## src/sv/typed_slot_table_defines.svh

```systemverilog
// Assertion macros used by the typed slot table datapath.
`ifndef TYPED_SLOT_TABLE_DEFINES_SVH
`define TYPED_SLOT_TABLE_DEFINES_SVH

// Same-cycle implication, disabled while reset is asserted.
`define TST_ASSERT_IMP(label, clk, rst_n, ante, cons, msg) \
  label: assert property (@(posedge clk) disable iff (!rst_n) (ante) |-> (cons)) \
    else $error(msg);

// Next-cycle implication, disabled while reset is asserted.
`define TST_ASSERT_NXT(label, clk, rst_n, ante, cons, msg) \
  label: assert property (@(posedge clk) disable iff (!rst_n) (ante) |=> (cons)) \
    else $error(msg);

`endif

```

## src/sv/tst_pkg.sv

```systemverilog
// Package with the shared types and constants of the typed slot table.
`timescale 1ns / 1ps

package tst_pkg;

  localparam int KEY_W   = 32;
  localparam int FIELD_W = 7;

  // Request codes
  typedef enum logic [1:0] {
    OP_ADD    = 2'd0,
    OP_COUNT  = 2'd1,
    OP_REMOVE = 2'd2,
    OP_READ   = 2'd3
  } op_t;

  // Result status codes
  localparam logic [1:0] ST_OK   = 2'd0;
  localparam logic [1:0] ST_FULL = 2'd1;
  localparam logic [1:0] ST_OOR  = 2'd2;

  // Controller states
  typedef enum logic [1:0] {
    S_CLEAR,
    S_IDLE,
    S_SCAN,
    S_FINISH
  } state_t;

  // Commands from controller to datapath
  typedef struct packed {
    logic clr;
    logic load;
    logic scan;
    logic finish;
  } cmd_t;

  // Status from datapath to controller
  typedef struct packed {
    logic clr_last;
    logic scan_busy;
    logic out_free;
    logic cfg_wr;
  } sts_t;

endpackage

```

## src/sv/tst_if.sv

```systemverilog
// Channel interfaces of the typed slot table: request, result and configuration.
`timescale 1ns / 1ps

interface tst_req_if;
  logic                             valid;
  logic                             ready;
  logic [1:0]                       req_type;
  logic [tst_pkg::KEY_W-1:0]        object_key;
  logic [tst_pkg::FIELD_W-1:0]      slot_index;
  logic [tst_pkg::FIELD_W-1:0]      remove_limit;

  modport source (output valid, req_type, object_key, slot_index, remove_limit,
                  input ready);
  modport sink   (input valid, req_type, object_key, slot_index, remove_limit,
                  output ready);
endinterface

interface tst_rsp_if;
  logic                             valid;
  logic                             ready;
  logic [1:0]                       status;
  logic [tst_pkg::FIELD_W-1:0]      match_count;
  logic                             slot_occupied;
  logic [tst_pkg::KEY_W-1:0]        slot_key;
  logic [tst_pkg::FIELD_W-1:0]      table_length;

  modport source (output valid, status, match_count, slot_occupied, slot_key,
                  table_length, input ready);
  modport sink   (input valid, status, match_count, slot_occupied, slot_key,
                  table_length, output ready);
endinterface

interface tst_cfg_if;
  logic                             valid;
  logic                             ready;
  logic [tst_pkg::FIELD_W-1:0]      data;

  modport source (output valid, data, input ready);
  modport sink   (input valid, data, output ready);
endinterface

```

## src/sv/tst_ctrl.sv

```systemverilog
// Controller state machine of the typed slot table.
`timescale 1ns / 1ps

module tst_ctrl (
  input  logic          clk,
  input  logic          rst_n,
  input  logic          in_valid,
  output logic          in_ready,
  input  tst_pkg::sts_t sts,
  output tst_pkg::cmd_t cmd
);

  tst_pkg::state_t state_r, state_nxt;

  // State register
  always_ff @(posedge clk) begin
    if (!rst_n) begin
      state_r <= tst_pkg::S_CLEAR;
    end else begin
      state_r <= state_nxt;
    end
  end

  // Next state and commands
  always_comb begin
    state_nxt = state_r;
    cmd       = '0;
    in_ready  = 1'b0;
    case (state_r)
      tst_pkg::S_CLEAR: begin
        cmd.clr = 1'b1;
        if (sts.clr_last) state_nxt = tst_pkg::S_IDLE;
      end
      tst_pkg::S_IDLE: begin
        in_ready = 1'b1;
        if (in_valid) begin
          cmd.load  = 1'b1;
          state_nxt = tst_pkg::S_SCAN;
        end
      end
      tst_pkg::S_SCAN: begin
        cmd.scan = 1'b1;
        if (!sts.scan_busy) state_nxt = tst_pkg::S_FINISH;
      end
      tst_pkg::S_FINISH: begin
        // wait for the result register to free up
        if (sts.out_free) begin
          cmd.finish = 1'b1;
          state_nxt  = tst_pkg::S_IDLE;
        end
      end
      default: begin
        state_nxt = tst_pkg::S_CLEAR;
      end
    endcase
    // a configuration write re-initializes the table
    if (sts.cfg_wr) state_nxt = tst_pkg::S_CLEAR;
  end

endmodule

```

## src/sv/tst_datapath.sv

```systemverilog
// Datapath of the typed slot table: slot memory, scan counters and result register.
`timescale 1ns / 1ps
`include "typed_slot_table_defines.svh"

module tst_datapath #(
  parameter int SLOTS = 64
) (
  input  logic                         clk,
  input  logic                         rst_n,
  input  tst_pkg::cmd_t                cmd,
  output tst_pkg::sts_t                sts,
  // configuration
  input  logic                         cfg_fire,
  input  logic [tst_pkg::FIELD_W-1:0]  cfg_data,
  // request payload
  input  logic [1:0]                   in_req_type,
  input  logic [tst_pkg::KEY_W-1:0]    in_object_key,
  input  logic [tst_pkg::FIELD_W-1:0]  in_slot_index,
  input  logic [tst_pkg::FIELD_W-1:0]  in_remove_limit,
  // result channel
  input  logic                         out_ready,
  output logic                         out_valid,
  output logic [1:0]                   out_status,
  output logic [tst_pkg::FIELD_W-1:0]  out_match_count,
  output logic                         out_slot_occupied,
  output logic [tst_pkg::KEY_W-1:0]    out_slot_key,
  output logic [tst_pkg::FIELD_W-1:0]  out_table_length
);

  localparam int AW = $clog2(SLOTS);
  localparam int LW = $clog2(SLOTS + 1);
  localparam int CW = (LW > tst_pkg::FIELD_W) ? LW : tst_pkg::FIELD_W;
  localparam int SW = CW + 1;
  localparam int MW = tst_pkg::KEY_W + 1;

  // slot memory: {valid, key}
  logic [MW-1:0] mem [SLOTS];
  logic [MW-1:0] rd_data_r;
  logic          rd_vld_r;
  logic [AW-1:0] rd_idx_r;

  // table state
  logic [tst_pkg::FIELD_W-1:0] init_r;
  logic [LW-1:0]               app_r;
  logic [AW-1:0]               clr_cnt_r;

  // request context
  tst_pkg::op_t                op_r;
  logic [tst_pkg::KEY_W-1:0]   key_r;
  logic [tst_pkg::FIELD_W-1:0] limit_r;
  logic                        oor_r;
  logic [CW-1:0]               len_r;
  logic [CW-1:0]               addr_r;
  logic [CW-1:0]               end_r;
  logic [CW-1:0]               cnt_r;
  logic                        placed_r;
  logic                        occ_r;
  logic [tst_pkg::KEY_W-1:0]   rkey_r;

  // result register
  logic                        out_valid_r;
  logic [1:0]                  out_status_r;
  logic [tst_pkg::FIELD_W-1:0] out_match_r;
  logic                        out_occ_r;
  logic [tst_pkg::KEY_W-1:0]   out_key_r;
  logic [tst_pkg::FIELD_W-1:0] out_len_r;

  // current length at load time
  logic [SW-1:0] len_sum;
  logic [CW-1:0] len_now;
  logic [CW-1:0] idx_ext;
  logic          idx_in_rng;

  assign len_sum    = SW'(init_r) + SW'(app_r);
  assign len_now    = (len_sum > SW'(SLOTS)) ? CW'(SLOTS) : len_sum[CW-1:0];
  assign idx_ext    = CW'(in_slot_index);
  assign idx_in_rng = idx_ext < len_now;

  // scan issue and evaluation of the returned slot
  logic                      issue;
  logic                      e_valid;
  logic [tst_pkg::KEY_W-1:0] e_key;
  logic                      e_match;
  logic                      add_hit, rem_hit, cnt_hit, read_ev;

  assign issue   = cmd.scan && (addr_r < end_r);
  assign e_valid = rd_data_r[tst_pkg::KEY_W];
  assign e_key   = rd_data_r[tst_pkg::KEY_W-1:0];
  assign e_match = e_valid && (e_key == key_r);
  assign add_hit = rd_vld_r && (op_r == tst_pkg::OP_ADD) && !placed_r && !e_valid;
  assign rem_hit = rd_vld_r && (op_r == tst_pkg::OP_REMOVE) && e_match &&
                   (cnt_r < CW'(limit_r));
  assign cnt_hit = rd_vld_r && (op_r == tst_pkg::OP_COUNT) && e_match;
  assign read_ev = rd_vld_r && (op_r == tst_pkg::OP_READ);

  // end of operation decisions
  logic add_miss, append, full;

  assign add_miss = (op_r == tst_pkg::OP_ADD) && !placed_r;
  assign append   = add_miss && (len_r < CW'(SLOTS));
  assign full     = add_miss && !(len_r < CW'(SLOTS));

  // memory write port select
  logic          we;
  logic [AW-1:0] wa;
  logic [MW-1:0] wd;

  always_comb begin
    we = 1'b0;
    wa = rd_idx_r;
    wd = {1'b1, key_r};
    if (cmd.clr) begin
      we = 1'b1;
      wa = clr_cnt_r;
      wd = '0;
    end else if (cmd.finish && append) begin
      we = 1'b1;
      wa = len_r[AW-1:0];
    end else if (add_hit) begin
      we = 1'b1;
    end else if (rem_hit) begin
      we = 1'b1;
      wd = {1'b0, e_key};
    end
  end

  // slot memory
  always_ff @(posedge clk) begin
    if (we) mem[wa] <= wd;
    if (issue) begin
      rd_data_r <= mem[addr_r[AW-1:0]];
      rd_idx_r  <= addr_r[AW-1:0];
    end
  end

  // control registers
  always_ff @(posedge clk) begin
    if (!rst_n) begin
      rd_vld_r    <= 1'b0;
      init_r      <= '0;
      app_r       <= '0;
      clr_cnt_r   <= '0;
      out_valid_r <= 1'b0;
    end else begin
      rd_vld_r <= issue;
      if (cfg_fire) begin
        init_r <= cfg_data;
        app_r  <= '0;
      end else if (cmd.finish && append) begin
        app_r <= app_r + 1'b1;
      end
      if (cfg_fire) begin
        clr_cnt_r <= '0;
      end else if (cmd.clr) begin
        clr_cnt_r <= clr_cnt_r + 1'b1;
      end
      if (cmd.finish) begin
        out_valid_r <= 1'b1;
      end else if (out_ready) begin
        out_valid_r <= 1'b0;
      end
    end
  end

  // request context and scan progress
  always_ff @(posedge clk) begin
    if (cmd.load) begin
      op_r     <= tst_pkg::op_t'(in_req_type);
      key_r    <= in_object_key;
      limit_r  <= in_remove_limit;
      len_r    <= len_now;
      cnt_r    <= '0;
      placed_r <= 1'b0;
      occ_r    <= 1'b0;
      rkey_r   <= '0;
      if (tst_pkg::op_t'(in_req_type) == tst_pkg::OP_READ) begin
        addr_r <= idx_ext;
        end_r  <= idx_in_rng ? idx_ext + 1'b1 : idx_ext;
        oor_r  <= !idx_in_rng;
      end else begin
        addr_r <= '0;
        end_r  <= len_now;
        oor_r  <= 1'b0;
      end
    end else begin
      if (issue) addr_r <= addr_r + 1'b1;
      if (cnt_hit || rem_hit) cnt_r <= cnt_r + 1'b1;
      if (add_hit) placed_r <= 1'b1;
      if (read_ev) begin
        occ_r  <= e_valid;
        rkey_r <= e_valid ? e_key : '0;
      end
    end
  end

  // result payload
  always_ff @(posedge clk) begin
    if (cmd.finish) begin
      out_status_r <= full ? tst_pkg::ST_FULL : (oor_r ? tst_pkg::ST_OOR : tst_pkg::ST_OK);
      out_match_r  <= cnt_r[tst_pkg::FIELD_W-1:0];
      out_occ_r    <= occ_r;
      out_key_r    <= rkey_r;
      out_len_r    <= append ? len_r[tst_pkg::FIELD_W-1:0] + 1'b1
                             : len_r[tst_pkg::FIELD_W-1:0];
    end
  end

  assign out_valid         = out_valid_r;
  assign out_status        = out_status_r;
  assign out_match_count   = out_match_r;
  assign out_slot_occupied = out_occ_r;
  assign out_slot_key      = out_key_r;
  assign out_table_length  = out_len_r;

  // status toward the controller
  assign sts.clr_last  = (clr_cnt_r == AW'(SLOTS - 1));
  assign sts.scan_busy = (addr_r < end_r) || rd_vld_r;
  assign sts.out_free  = !out_valid_r || out_ready;
  assign sts.cfg_wr    = cfg_fire;

  // checks
  `TST_ASSERT_IMP(a_finish_idle, clk, rst_n, cmd.finish, !sts.scan_busy, "finish during scan")
  `TST_ASSERT_IMP(a_issue_range, clk, rst_n, issue, addr_r < CW'(SLOTS), "scan past last slot")
  `TST_ASSERT_IMP(a_remove_limit, clk, rst_n, cmd.scan && (op_r == tst_pkg::OP_REMOVE), cnt_r <= CW'(limit_r), "remove over limit")
  `TST_ASSERT_NXT(a_append_grow, clk, rst_n, cmd.finish && append && !cfg_fire, app_r == LW'($past(app_r) + 1'b1), "append lost")

endmodule

```

## src/sv/typed_slot_table.sv

```systemverilog
// Top level of the typed slot table.
`timescale 1ns / 1ps

// Typed slot table: add, count, remove and read transactions on a table of up to
// SLOTS slots holding 32-bit keys. One request is processed at a time. Add, count
// and remove walk the slot memory one slot per cycle through its single read port;
// a read visits only the addressed slot, and an out-of-range read visits none. The
// result register lets a new request be accepted while the previous result waits.
// After reset and after every write of initial_slots, a clearing pass over all SLOTS
// slots empties the slot memory; no request is accepted during that pass.
// The configuration port is always ready; write it only while the block is idle.

module typed_slot_table #(
  parameter int SLOTS = 64
) (
  input  logic      clk,
  input  logic      rst_n,
  tst_req_if.sink   in_if,
  tst_rsp_if.source out_if,
  tst_cfg_if.sink   cfg_if
);

  tst_pkg::cmd_t cmd;
  tst_pkg::sts_t sts;
  logic          cfg_fire;

  // configuration transactions are taken at once
  assign cfg_if.ready = 1'b1;
  assign cfg_fire     = cfg_if.valid && cfg_if.ready;

  tst_ctrl u_ctrl (
    .clk      (clk),
    .rst_n    (rst_n),
    .in_valid (in_if.valid),
    .in_ready (in_if.ready),
    .sts      (sts),
    .cmd      (cmd)
  );

  tst_datapath #(
    .SLOTS (SLOTS)
  ) u_datapath (
    .clk               (clk),
    .rst_n             (rst_n),
    .cmd               (cmd),
    .sts               (sts),
    .cfg_fire          (cfg_fire),
    .cfg_data          (cfg_if.data),
    .in_req_type       (in_if.req_type),
    .in_object_key     (in_if.object_key),
    .in_slot_index     (in_if.slot_index),
    .in_remove_limit   (in_if.remove_limit),
    .out_ready         (out_if.ready),
    .out_valid         (out_if.valid),
    .out_status        (out_if.status),
    .out_match_count   (out_if.match_count),
    .out_slot_occupied (out_if.slot_occupied),
    .out_slot_key      (out_if.slot_key),
    .out_table_length  (out_if.table_length)
  );

endmodule

```

## src/flat_wrapper.sv

```systemverilog
// flat-port wrapper written by rule: the top's interface ports become plain ports
module typed_slot_table_flat 
#(
  parameter int SLOTS = 64
)
  (clk, rst_n, in_if_valid, in_if_req_type, in_if_object_key, in_if_slot_index, in_if_remove_limit, in_if_ready, out_if_valid, out_if_status, out_if_match_count, out_if_slot_occupied, out_if_slot_key, out_if_table_length, out_if_ready, cfg_if_valid, cfg_if_data, cfg_if_ready);
  tst_req_if in_if_i ();
  tst_rsp_if out_if_i ();
  tst_cfg_if cfg_if_i ();
  input  logic clk;
  input  logic rst_n;
  input wire logic [$bits(in_if_i.valid)-1:0] in_if_valid;
  input wire logic [$bits(in_if_i.req_type)-1:0] in_if_req_type;
  input wire logic [$bits(in_if_i.object_key)-1:0] in_if_object_key;
  input wire logic [$bits(in_if_i.slot_index)-1:0] in_if_slot_index;
  input wire logic [$bits(in_if_i.remove_limit)-1:0] in_if_remove_limit;
  output wire logic [$bits(in_if_i.ready)-1:0] in_if_ready;
  output wire logic [$bits(out_if_i.valid)-1:0] out_if_valid;
  output wire logic [$bits(out_if_i.status)-1:0] out_if_status;
  output wire logic [$bits(out_if_i.match_count)-1:0] out_if_match_count;
  output wire logic [$bits(out_if_i.slot_occupied)-1:0] out_if_slot_occupied;
  output wire logic [$bits(out_if_i.slot_key)-1:0] out_if_slot_key;
  output wire logic [$bits(out_if_i.table_length)-1:0] out_if_table_length;
  input wire logic [$bits(out_if_i.ready)-1:0] out_if_ready;
  input wire logic [$bits(cfg_if_i.valid)-1:0] cfg_if_valid;
  input wire logic [$bits(cfg_if_i.data)-1:0] cfg_if_data;
  output wire logic [$bits(cfg_if_i.ready)-1:0] cfg_if_ready;
  assign in_if_i.valid = in_if_valid;
  assign in_if_i.req_type = in_if_req_type;
  assign in_if_i.object_key = in_if_object_key;
  assign in_if_i.slot_index = in_if_slot_index;
  assign in_if_i.remove_limit = in_if_remove_limit;
  assign in_if_ready = in_if_i.ready;
  assign out_if_valid = out_if_i.valid;
  assign out_if_status = out_if_i.status;
  assign out_if_match_count = out_if_i.match_count;
  assign out_if_slot_occupied = out_if_i.slot_occupied;
  assign out_if_slot_key = out_if_i.slot_key;
  assign out_if_table_length = out_if_i.table_length;
  assign out_if_i.ready = out_if_ready;
  assign cfg_if_i.valid = cfg_if_valid;
  assign cfg_if_i.data = cfg_if_data;
  assign cfg_if_ready = cfg_if_i.ready;
  typed_slot_table #(.SLOTS(SLOTS)) u_core (.clk(clk), .rst_n(rst_n), .in_if(in_if_i), .out_if(out_if_i), .cfg_if(cfg_if_i));
endmodule
```

## config.mk

```make
export PLATFORM = sky130hd
export DESIGN_NAME = typed_slot_table_flat
export DESIGN_NICKNAME = d
export VERILOG_FILES = /design/src/sv/tst_pkg.sv /design/src/sv/tst_if.sv /design/src/sv/tst_ctrl.sv /design/src/sv/tst_datapath.sv /design/src/sv/typed_slot_table.sv /design/src/flat_wrapper.sv
export VERILOG_INCLUDE_DIRS = /design/src /design/src/sv
export SDC_FILE = /design/constraint.sdc
export NUM_CORES = 2
export LEC_CHECK = 0
export BUFFER_PORTS_ARGS = -buffer_cell sky130_fd_sc_hd__buf_4
export CORE_ASPECT_RATIO = 1.1
export CORE_MARGIN = 2
export CORE_UTILIZATION = 50
export CTS_CLUSTER_DIAMETER = 50
export DETAILED_ROUTE_END_ITERATION = 10
export GPL_ROUTABILITY_DRIVEN = 0
export HOLD_SLACK_MARGIN = 0.15
export MAX_ROUTING_LAYER = met4
export PLACE_DENSITY = 0.74
export SETUP_SLACK_MARGIN = 0.1
export SYNTH_ARGS = -nofsm -noshare
export SYNTH_HDL_FRONTEND = slang
export SYNTH_SLANG_ARGS = --single-unit
```

## constraint.sdc

```tcl
create_clock -name clk -period 7.4 [get_ports clk]
set_input_delay 2.22 -clock clk [delete_from_list [all_inputs] [get_ports clk]]
set_output_delay 2.22 -clock clk [all_outputs]
set_load 0.02 [all_outputs]
```

==> out/summary.txt <==
Inserted Clock Buffers: 220
Final setup viols: 0
Largest net degree at the start of global routing: 129
Crit-path max FO: 23
Cell Pwr Density: 250.0 mW/mm^2
Die Area: 0.1835 sq mm
Status: complete, no violations
Net Count, Synth: 4337
H-tree level count: 4
CTS tree: done
Yosys warnings: 0
Port bufs: 110
DR WL/cell: 32.64 um
Initial Utilization: 50.24%
Total number of vias: 45783
Pleak: 0.03589 uW
Unrepaired setup endpoints after global routing: false
DP HPWL: 137800 um
Worst Hold Class: flip-flop to flip-flop
CP Launch Type: input port
GRT Total Usage: 25.92%
DR DRC count: 0
Core Footprint: 0.1793 sq mm
Layout cell share with drive strength beyond 1: 26.80%
Seq cells post-synth: 2328
Final min period: 5.370 ns
I/O pin total: 112
Setup_tns: 0 ns
Residual antenna-violating net count after detailed routing: 0
Cells after Synth: 4240
Setup Buffers After CTS: 0
Fillcell total: 12558
Crit path launch: out_if_ready
Die Y: 449.1 um
Final WL: 231100 um
Clock sink count: 2328
R2r startpoint: u_core.u_datapath.app_r[0]$_SDFFE_PP0P_
WP data required: 7.97 ns
R2r worst-path depth: 17
Flop-to-flop setup slack: 2.53 ns
Number of synthesized flops with an enable pin: 2263
CP endpoint kind: flip-flop
Sequential cell area fraction in the yosys report: 76.90%
Asr flop ratio synth: 0%
Worst slew margin: 4.782%
Initial antenna violation count: 21
Placed Cells: 6663
Synth Cell Area: 0.09006 sq mm
First-pass GRT wire length: 329600 um
Crit path arrival time: 5.93 ns
Final period util: 72.56%
CTS Root Cell: clkbuf_16
Final-stage net count: 4590
Hold-fix buffers, CTS: 0
Synth-to-layout area growth: 13.08%
Crit path to: u_core.u_datapath.mem[13][8]$_DFFE_PP_
Synthesized area per cell: 21.24 sq um
Skew final: 0.07020 ns
Synth unique cells: 62
Clk slew on worst S/H paths: 0.07 ns
Clock buffer depth: 3
Post-synth top flop: edfxtp_1
Final cell count without fillers: 7081
Die width: 408.7 um
Worst-case vdd ir drop: 0.2618 mV
Final slew viol count: 0
Initial DRC count: 7715
Fin. Hold Viols: 0
Overflow left after global routing: 0
Vias in the first global route: 43970
Reg2reg end: u_core.u_datapath.end_r[4]$_DFFE_PP_
Num rows: 163
MaxCap Viol Count: 0
DR vias/cell: 6.466
Worst skew pair latency: 0.89 ns
Worst Tran Pin Value: 1.413 ns
Critical path type: input port to flip-flop
Fmax: 0.1862 GHz
Post_cts resized: 0
DR pass1 iterations: 5
-- report_power, final --
part           internal, uW  switching [uW]
Combinational          65.4            87.5
Clock                  6140            4850
Sequential            14300            19.1
-- cell usage in the layout (no fill, tap or decap), types with 16 or more instances in the layout --
master | Yosys | routed
edfxtp_1 | 2263 | 2263
diode_2 | 0 | 18
nor2_1 | 56 | 32
bufinv_16 | 0 | 18
mux2i_1 | 183 | 183
xor2_1 | 40 | 40
a21oi_1 | 158 | 157
inv_1 | 31 | 29
nor2b_1 | 50 | 18
nor2_4 | 0 | 24
nor2b_4 | 0 | 32
dfxtp_1 | 65 | 65
nand4_1 | 16 | 16
nor3_2 | 0 | 40
o21ai_0 | 69 | 69
clkbuf_16 | 0 | 221
nand2_1 | 134 | 133
ha_1 | 36 | 35
xnor2_1 | 21 | 21
buf_4 | 5 | 243
nand3_1 | 42 | 42
clkbuf_1 | 117 | 53
mux4_2 | 530 | 530
mux2_2 | 55 | 55
o221ai_1 | 53 | 53
o22ai_1 | 54 | 54
clkinv_2 | 0 | 28
clkinv_1 | 0 | 50
-- state kept, by name, summed over array words and instances (netlist names), 32 cells and up --
signal	cells
u_core.u_datapath.rd_data_r	33
u_core.u_datapath.out_slot_key	32
u_core.u_datapath.key_r	32
u_core.u_datapath.rkey_r	32
u_core.u_datapath.mem	2112
-- layer usage --
layer / track usage [%] / part of all wire [%]
met1: 36.02 / 37
met3: 5.867 / 12
met2: 38.01 / 47
met5: - / 0
met4: 9.335 / 3.8
-- Yosys cell counts, types with 2 or more instances --
master / count / area (sq um)
and4_1: 4 / 35.03
buf_1: 33 / 123.9
nand3_1: 42 / 210.2
a21oi_1: 158 / 790.8
nor2b_1: 50 / 312.8
o21ai_1: 3 / 15.01
o21a_1: 7 / 52.55
nor4_1: 12 / 75.07
nand4_1: 16 / 100.1
a21o_1: 7 / 52.55
nand2b_1: 9 / 56.30
o21ai_0: 69 / 345.3
a2111oi_0: 3 / 26.28
and3_1: 10 / 62.56
xnor2_1: 21 / 183.9
edfxtp_1: 2263 / 67960
or2_2: 4 / 25.02
inv_1: 31 / 116.4
nor2_1: 56 / 210.2
nand3b_1: 6 / 45.04
nand2_1: 134 / 503.0
or3_1: 4 / 25.02
xor2_1: 40 / 350.3
nor3_1: 49 / 245.2
buf_4: 5 / 37.54
inv_2: 2 / 7.510
mux2i_1: 183 / 1832
ha_1: 36 / 450.4
mux2_2: 55 / 619.3
a311o_1: 2 / 20.02
clkbuf_1: 117 / 439.2
buf_2: 65 / 325.3
and2_1: 9 / 56.30
o221ai_1: 53 / 464.2
dfxtp_1: 65 / 1301
o22ai_1: 54 / 337.8
a211oi_1: 5 / 37.54
a31oi_1: 2 / 12.51
mux4_2: 530 / 11940
o211ai_1: 3 / 22.52
a31o_2: 2 / 17.52
-- metrics by stage --
step	hold WS (ns)	worst slack, ns	total power [uW]	utilization, %	area [sq um]
after floorplan	0.4081	0.4933	14670	-	90060
after global placement	0.4140	1.393	14730	52.87	94790
after detailed placement	0.4178	1.313	14740	52.87	94790
after CTS	0.4281	2.201	25560	56.78	101800
after global routing	0.4340	1.909	26040	56.81	101800
final	0.4257	2.030	25460	56.81	101800
-- how the worst min path moves through the flow --
stage | start | end | cells past startpoint | slack [ns]
global placement | u_core.u_datapath.rkey_r[30]$_SDFFE_PP0P_ | u_core.u_datapath.out_slot_key[30]$_DFFE_PP_ | 0 | 0.41
global route | u_core.u_datapath.rkey_r[2]$_SDFFE_PP0P_ | u_core.u_datapath.out_slot_key[2]$_DFFE_PP_ | 0 | 0.43
CTS | u_core.u_datapath.rkey_r[2]$_SDFFE_PP0P_ | u_core.u_datapath.out_slot_key[2]$_DFFE_PP_ | 0 | 0.43
finish | u_core.u_datapath.rkey_r[23]$_SDFFE_PP0P_ | u_core.u_datapath.out_slot_key[23]$_DFFE_PP_ | 0 | 0.43
detailed placement | u_core.u_datapath.rkey_r[7]$_SDFFE_PP0P_ | u_core.u_datapath.out_slot_key[7]$_DFFE_PP_ | 0 | 0.42
floorplan | u_core.u_datapath.rkey_r[0]$_SDFFE_PP0P_ | u_core.u_datapath.out_slot_key[0]$_DFFE_PP_ | 0 | 0.41
-- final cells by class --
class	count	area, sq um	share of cell area [%]
antenna	18	45.04	0.04423
clock buffer	275	5743	5.639
clock inverter	125	1266	1.243
inverter	33	126.4	0.1241
multi-input combinational	1659	20430	20.06
sequential	2328	69260	68.01
tap	2392	2993	2.939
timing repair buffer	251	1984	1.949
-- critical path: stages --
cell	delay, ns
buf_4	0.08
nand2b_1	0.10
and3_1	0.70
mux2i_1	0.17
o21ai_1	0.39
nand3b_1	0.84
nor2_4	1.04
buf_4	0.35
-- cells by family after synthesis --
| kind of cell | after synthesis | share of synthesized area, % |
|---|---|---|
| compound gates | 379 | 2.577 |
| simple gates | 413 | 2.264 |
| flops | 2328 | 76.90 |
| buf+inv | 253 | 1.166 |
| mux | 768 | 15.98 |
| xor+xnor | 61 | 0.5932 |
| fa+ha+maj | 37 | 0.5224 |
| other cells | 1 | 0.004164 |
Power figures use the tool's default switching activity.
